===== config.mk =====
export PLATFORM = sky130hd
export DESIGN_NAME = quoted_word_tokenizer_unit_flat
export DESIGN_NICKNAME = d
export VERILOG_FILES = /design/src/hw/rtl/qwt_pkg.sv /design/src/hw/rtl/qwt_if.sv /design/src/hw/rtl/quoted_word_tokenizer_unit.sv /design/src/flat_wrapper.sv
export SDC_FILE = /design/constraint.sdc
export NUM_CORES = 1
export LEC_CHECK = 0
export ABC_AREA = 0
export BUFFER_PORTS_ARGS = -buffer_cell sky130_fd_sc_hd__buf_2
export CORE_MARGIN = 3
export CORE_UTILIZATION = 35
export CTS_CLUSTER_DIAMETER = 80
export DETAILED_ROUTE_END_ITERATION = 8
export SLEW_MARGIN = 20
export SYNTH_ARGS = -nofsm -noshare
export SYNTH_HDL_FRONTEND = slang
export SYNTH_SLANG_ARGS = --single-unit
export TNS_END_PERCENT = 50

===== constraint.sdc =====
create_clock -name clk -period 3.76 [get_ports clk]
set_input_delay 0.564 -clock clk [delete_from_list [all_inputs] [get_ports clk]]
set_output_delay 0.564 -clock clk [all_outputs]
set_load 0.005 [all_outputs]

===== src/hw/rtl/qwt_pkg.sv =====
`timescale 1ns / 1ps

package qwt_pkg;

  localparam int CHAR_W     = 8;
  localparam int QUOTE_W    = 32;
  localparam int SPACE_W    = 64;
  localparam int CFG_IDX_W  = 2;
  localparam int CFG_DATA_W = 64;
  localparam int MAX_SLOTS  = 8;
  localparam int SLOT_EXT_W = MAX_SLOTS * CHAR_W;

  localparam logic [CHAR_W-1:0]  NUL_CHAR          = 8'h00;
  localparam logic [CHAR_W-1:0]  ESCAPE_CHAR_RESET = 8'd92;
  localparam logic [QUOTE_W-1:0] QUOTE_CHARS_RESET = 32'h0000_2722;
  localparam logic [SPACE_W-1:0] SPACE_CHARS_RESET = 64'h0000_0000_0D0A_0920;

  typedef enum logic [CFG_IDX_W-1:0] {
    REG_ESCAPE_CHAR = 2'd0,
    REG_QUOTE_CHARS = 2'd1,
    REG_SPACE_CHARS = 2'd2
  } cfg_reg_t;

  typedef struct packed {
    logic              valid;
    logic [CHAR_W-1:0] out_char;
    logic              word_done;
  } result_t;

endpackage


===== src/hw/rtl/qwt_if.sv =====
`timescale 1ns / 1ps

interface qwt_in_if;
  import qwt_pkg::*;
  logic              valid;
  logic              ready;
  logic [CHAR_W-1:0] ch;
  logic              is_end;
  modport source (output valid, output ch, output is_end, input ready);
  modport sink   (input valid, input ch, input is_end, output ready);
endinterface

interface qwt_out_if;
  import qwt_pkg::*;
  logic              valid;
  logic              ready;
  logic [CHAR_W-1:0] out_char;
  logic              word_done;
  modport source (output valid, output out_char, output word_done, input ready);
  modport sink   (input valid, input out_char, input word_done, output ready);
endinterface

interface qwt_cfg_if;
  import qwt_pkg::*;
  logic                  valid;
  logic                  ready;
  logic [CFG_IDX_W-1:0]  index;
  logic [CFG_DATA_W-1:0] data;
  modport source (output valid, output index, output data, input ready);
  modport sink   (input valid, input index, input data, output ready);
endinterface


===== src/hw/rtl/quoted_word_tokenizer_unit.sv =====
`timescale 1ns / 1ps
// Quoted word tokenizer: splits a byte stream into words, shell style.
// text_in : one beat per character (ch), or an end-of-text beat (is_end, or
//           ch of zero). Escape makes the next byte literal, quotes group
//           bytes up to the same quote byte, whitespace ends words.
// word_out: zero or one beat per input beat: a character appended to the
//           current word (word_done low), or a word end (word_done high,
//           out_char zero). Word ends are only sent for nonempty words.
// cfg     : register writes, always ready: 0 escape_char, 1 quote_chars
//           (four packed bytes), 2 space_chars (eight packed bytes); zero
//           bytes are unused slots. Other indexes are dropped. Write only
//           while no beat is in flight.
// Timing  : one input beat per cycle sustained while word_out.ready is high.
//           Decode is one level of byte compares against the registers and
//           the state; the result lands in the output register.
// Stall   : the output register holds while word_out.ready is low; text_in
//           stays ready as long as the register is empty or draining.
// Reset   : rst (synchronous) restores the register defaults, clears the
//           escape, quote and word state and empties the output register.
module quoted_word_tokenizer_unit #(
  parameter int QUOTE_SLOTS = 4,
  parameter int SPACE_SLOTS = 8
) (
  input  logic      clk,
  input  logic      rst,
  qwt_cfg_if.sink   cfg,
  qwt_in_if.sink    text_in,
  qwt_out_if.source word_out
);
  import qwt_pkg::*;

  // configuration registers
  logic [CHAR_W-1:0]  escape_char;
  logic [QUOTE_W-1:0] quote_chars;
  logic [SPACE_W-1:0] space_chars;

  // tokenizer state
  logic              escape_pending, escape_pending_next;
  logic [CHAR_W-1:0] open_quote, open_quote_next;
  logic              word_nonempty, word_nonempty_next;

  // output register
  result_t res, res_next;

  logic                  in_fire;
  logic                  is_eot;
  logic                  quote_hit;
  logic                  space_hit;
  logic [SLOT_EXT_W-1:0] quote_ext;
  logic [SLOT_EXT_W-1:0] space_ext;
  result_t               step;

  assign cfg.ready     = 1'b1;
  assign text_in.ready = !res.valid || word_out.ready;
  assign in_fire       = text_in.valid && text_in.ready;

  always_ff @(posedge clk) begin
    if (rst) begin
      escape_char <= ESCAPE_CHAR_RESET;
      quote_chars <= QUOTE_CHARS_RESET;
      space_chars <= SPACE_CHARS_RESET;
    end else if (cfg.valid) begin
      case (cfg.index)
        REG_ESCAPE_CHAR: escape_char <= cfg.data[CHAR_W-1:0];
        REG_QUOTE_CHARS: quote_chars <= cfg.data[QUOTE_W-1:0];
        REG_SPACE_CHARS: space_chars <= cfg.data[SPACE_W-1:0];
        default: ;
      endcase
    end
  end

  // slots past the register width read as zero, i.e. unused
  assign quote_ext = {{(SLOT_EXT_W-QUOTE_W){1'b0}}, quote_chars};
  assign space_ext = space_chars[SLOT_EXT_W-1:0];

  always_comb begin
    quote_hit = 1'b0;
    for (int i = 0; i < QUOTE_SLOTS && i < MAX_SLOTS; i++) begin
      if (quote_ext[CHAR_W*i +: CHAR_W] != NUL_CHAR &&
          quote_ext[CHAR_W*i +: CHAR_W] == text_in.ch) begin
        quote_hit = 1'b1;
      end
    end
  end

  always_comb begin
    space_hit = 1'b0;
    for (int i = 0; i < SPACE_SLOTS && i < MAX_SLOTS; i++) begin
      if (space_ext[CHAR_W*i +: CHAR_W] != NUL_CHAR &&
          space_ext[CHAR_W*i +: CHAR_W] == text_in.ch) begin
        space_hit = 1'b1;
      end
    end
  end

  assign is_eot = text_in.is_end || (text_in.ch == NUL_CHAR);

  // Priority: end of text, pending escape, escape byte, open quote,
  // quote open, whitespace, plain character.
  always_comb begin
    escape_pending_next = escape_pending;
    open_quote_next     = open_quote;
    word_nonempty_next  = word_nonempty;
    step.valid          = 1'b0;
    step.out_char       = text_in.ch;
    step.word_done      = 1'b0;
    if (is_eot) begin
      step.valid          = word_nonempty;
      step.out_char       = NUL_CHAR;
      step.word_done      = 1'b1;
      escape_pending_next = 1'b0;
      open_quote_next     = NUL_CHAR;
      word_nonempty_next  = 1'b0;
    end else if (escape_pending) begin
      escape_pending_next = 1'b0;
      step.valid          = 1'b1;
      word_nonempty_next  = 1'b1;
    end else if (escape_char != NUL_CHAR && text_in.ch == escape_char) begin
      escape_pending_next = 1'b1;
    end else if (open_quote != NUL_CHAR) begin
      if (text_in.ch == open_quote) begin
        // closing quote ends the word
        open_quote_next    = NUL_CHAR;
        step.valid         = word_nonempty;
        step.out_char      = NUL_CHAR;
        step.word_done     = 1'b1;
        word_nonempty_next = 1'b0;
      end else begin
        step.valid         = 1'b1;
        word_nonempty_next = 1'b1;
      end
    end else if (quote_hit) begin
      open_quote_next = text_in.ch;
    end else if (space_hit) begin
      step.valid         = word_nonempty;
      step.out_char      = NUL_CHAR;
      step.word_done     = 1'b1;
      word_nonempty_next = 1'b0;
    end else begin
      step.valid         = 1'b1;
      word_nonempty_next = 1'b1;
    end
  end

  always_comb begin
    res_next = res;
    if (word_out.ready) begin
      res_next.valid = 1'b0;
    end
    if (in_fire && step.valid) begin
      res_next = step;
    end
  end

  always_ff @(posedge clk) begin
    if (rst) begin
      escape_pending <= 1'b0;
      open_quote     <= NUL_CHAR;
      word_nonempty  <= 1'b0;
      res.valid      <= 1'b0;
    end else begin
      if (in_fire) begin
        escape_pending <= escape_pending_next;
        open_quote     <= open_quote_next;
        word_nonempty  <= word_nonempty_next;
      end
      res.valid <= res_next.valid;
    end
    // payload needs no reset
    res.out_char  <= res_next.out_char;
    res.word_done <= res_next.word_done;
  end

  assign word_out.valid     = res.valid;
  assign word_out.out_char  = res.out_char;
  assign word_out.word_done = res.word_done;

endmodule


===== src/flat_wrapper.sv =====
// flat-port wrapper written by rule: the top's interface ports become plain ports
module quoted_word_tokenizer_unit_flat import qwt_pkg::*;
#(
  parameter int QUOTE_SLOTS = 4,
  parameter int SPACE_SLOTS = 8
)
  (clk, rst, cfg_valid, cfg_index, cfg_data, cfg_ready, text_in_valid, text_in_ch, text_in_is_end, text_in_ready, word_out_valid, word_out_out_char, word_out_word_done, word_out_ready);
  qwt_cfg_if cfg_i ();
  qwt_in_if text_in_i ();
  qwt_out_if word_out_i ();
  input  logic clk;
  input  logic rst;
  input wire logic [$bits(cfg_i.valid)-1:0] cfg_valid;
  input wire logic [$bits(cfg_i.index)-1:0] cfg_index;
  input wire logic [$bits(cfg_i.data)-1:0] cfg_data;
  output wire logic [$bits(cfg_i.ready)-1:0] cfg_ready;
  input wire logic [$bits(text_in_i.valid)-1:0] text_in_valid;
  input wire logic [$bits(text_in_i.ch)-1:0] text_in_ch;
  input wire logic [$bits(text_in_i.is_end)-1:0] text_in_is_end;
  output wire logic [$bits(text_in_i.ready)-1:0] text_in_ready;
  output wire logic [$bits(word_out_i.valid)-1:0] word_out_valid;
  output wire logic [$bits(word_out_i.out_char)-1:0] word_out_out_char;
  output wire logic [$bits(word_out_i.word_done)-1:0] word_out_word_done;
  input wire logic [$bits(word_out_i.ready)-1:0] word_out_ready;
  assign cfg_i.valid = cfg_valid;
  assign cfg_i.index = cfg_index;
  assign cfg_i.data = cfg_data;
  assign cfg_ready = cfg_i.ready;
  assign text_in_i.valid = text_in_valid;
  assign text_in_i.ch = text_in_ch;
  assign text_in_i.is_end = text_in_is_end;
  assign text_in_ready = text_in_i.ready;
  assign word_out_valid = word_out_i.valid;
  assign word_out_out_char = word_out_i.out_char;
  assign word_out_word_done = word_out_i.word_done;
  assign word_out_i.ready = word_out_ready;
  quoted_word_tokenizer_unit #(.QUOTE_SLOTS(QUOTE_SLOTS), .SPACE_SLOTS(SPACE_SLOTS)) u_core (.clk(clk), .rst(rst), .cfg(cfg_i), .text_in(text_in_i), .word_out(word_out_i));
endmodule

==> impl_metrics.ini <==
[run_status]
outcome = completed

[detailed_routing]
wl_um = 16700
wire_per_inst_um = 16.2
drt_first_pass_iters = 4
first_iter_violations = 326
drcViolationCount = 0
drtAntennaViolNets = 0
vias = 5252
vias_per_cell = 5.09

[floorplan]
start_util_pct = 36.1
die-width_um = 137
boundaryPins = 92
coreArea_sq_mm = 0.0168
dieArea_sq_mm = 0.0189
row_count = 47
dieHeight_um = 137

[pwr]
max-vdd-ir-drop_mv = 0.305
cellPowerDensity_mw_per_mm2 = 465
power_w = 0.00332
p_leak_nw = 2.81

[logic_synthesis]
syn_inst = 736
yosys.area.top_type_share_pct = 38.1
synth_area_leader_cell = dfxtp_1
yosysSeqAreaShare_pct = 42.5
synth_edf_count = 9
syn_nets = 816
synth_cell_types = 41
ys_warn_count = 0
syn-cell-area_sq_mm = 0.00605
synthTopCellsByArea = dfxtp_1, nand2_1, xor2_1
avgSynthCellArea_sq_um = 8.22
postSynth.asyncResetShare_pct = 0
synth-main-ff-cell = dfxtp_1
synth-seq-cells = 124

[critical_path]
path_buf_inv = 1
setup.worst_path.end_class = flip-flop
crit_path_start_kind = primary input
path_class = in -> reg
cp.arrival_ns = 2.91
cp.required_ns = 3.80
max_stage_delay_ns = 0.71
critPathSlowestCell = a21boi_1
path_delay_family = compound AO/OA/AOI/OAI gates
worstPathCellList = buf_2, xor2_1, a211o_1, nor4_1, o41ai_4, a211oi_1, nor2_1, a21boi_1
critPathMaxFanout = 17

[global_routing]
antenna_found_initial = 1
grt_pass1_vias = 5085
grt_pass1_wl_um = 26600
grt_usage_pct = 18.3
overflow = 0
grt_max_degree = 65

[worst_hold_path]
hold_path_class = in -> reg

[placement]
dpl.hpwl_um = 11200
portBuffers = 90
place_congestion = 0.779

[sta]
max_freq_mhz = 349
slew_viol_final = 0
hold_viol_final = 0
skew_ns = 0.00685
setup_violations = 0
grt_setup_unrepaired = false
slew-limit-headroom_pct = 40.6
fin_crit_ns = 2.87
fin_setup_tns_ns = 0
period_share_pct = 76.2
tightest_slew_ns = 0.892

[clock_tree]
clock-sinks = 124
tritoncts = yes
cts_setup_buffers = 0
worstSkewPairLatency_ns = 0.42
cts_buffers = 17
hold_buffers = 0
clkTransAtPathRegs_ns = 0.06
cts_resized = 0
htree_levels = 4
clockBufferDepth = 2
cts_root_buffer = clkbuf_16

[layout]
nets = 878
n_antenna_cell = 0
syn2layout_area_growth_pct = 18.2
most-common-layout-cells = nand2_1, dfxtp_1, buf_2, a21oi_1, xor2_1
multi_input_area_sq_mm = 0.00319
final_common_cell = nand2_1
ff_latch_area_sq_mm = 0.00257
fillers = 1727
layout-drive-gt1-share_pct = 16.0

[run]
max-cap-violations = 0
-- area by class of cell --
cell class | count | share of cell area [%]
Inverter | 10 | 0.525
Multi-Input combinational cell | 549 | 44.7
Tap cell | 220 | 3.85
Timing Repair Buffer | 96 | 6.97
Clock buffer | 27 | 7.61
Clock inverter | 5 | 0.385
Sequential cell | 124 | 36.0
-- worst min-delay path: stages --
cell and delay, ns:
buf_2 0.09, nand2_1 0.04, nand3b_1 0.06
-- routing by layer --
| metal | share of wire, % | up-vias | global-route usage, % |
|---|---|---|---|
| li1 | - | 2621 | - |
| met1 | 49 | 2476 | 25.0 |
| met4 | 1.7 | 2 | 7.21 |
| met3 | 5.6 | 20 | 4.42 |
| met2 | 44 | 133 | 27.7 |
| met5 | 0.042 | - | 0 |
-- synth_stat cells, types with 4 or more instances --
library cell / instances
nand3b_1: 17
clkbuf_1: 27
a21oi_1: 85
nand2_1: 198
buf_1: 8
xnor2_1: 47
inv_1: 10
xor2_1: 64
nand4_1: 19
dfxtp_1: 115
edfxtp_1: 9
a211o_1: 8
a22o_1: 8
mux2i_1: 4
a211oi_1: 11
buf_2: 9
nor2b_1: 5
nor4_1: 41
nor2_1: 16
buf_4: 9
-- path summary, 6_finish.rpt --
path         cells past startpoint             startpoint                        end  slack, ns
min reg2reg                      2  u_core.space_chars[3]      u_core.space_chars[3]       0.48
min                              3            cfg_data[8]      u_core.space_chars[8]       0.38
max reg2reg                      7  u_core.quote_chars[8]  u_core.word_out.word_done       1.00
max                              8          text_in_ch[4]  u_core.word_out.word_done       0.89
-- registers in the layout (all words and copies together), names as in the netlist --
name and flops:
u_core.space_chars 64, u_core.quote_chars 32, u_core.escape_char 8, u_core.open_quote 8, u_core.word_out.out_char 8, u_core.escape_pending 1
u_core.word_nonempty 1, u_core.word_out.valid 1, u_core.word_out.word_done 1
-- cells by family after synthesis --
family	share of synthesized area (%)
xor gates and xnor gates	16.1
other	0.0620
DFF	42.5
AOI/OAI and AO/OA	12.5
muxes	0.662
buffers and inverters	4.66
and+or+nand+nor	23.5
-- where the power goes --
| group | total (W) | internal (W) | switching, W |
|---|---|---|---|
| logic | 0.000336 | 0.000142 | 0.000194 |
| clock network | 0.00156 | 0.000982 | 0.000577 |
| registers | 0.00143 | 0.00138 | 0.0000453 |
| total | 0.00332 | 0.00251 | 0.000817 |
-- through the flow --
step | area [sq um] | util [%] | hold WS, ns | worst slack (ns) | cells
floorplan | 6050 | - | 0.461 | 1.11 | 736
detailed placement | 6580 | 39.2 | 0.476 | 0.474 | 999
global route | 7150 | 42.7 | 0.375 | 0.711 | 1031
CTS | 7150 | 42.7 | 0.359 | 0.923 | 1031
global placement | 6580 | 39.2 | 0.472 | 0.554 | 999
finish | 7150 | 42.7 | 0.375 | 0.895 | 1031
Note: power is estimated with default switching activity, not from simulation.
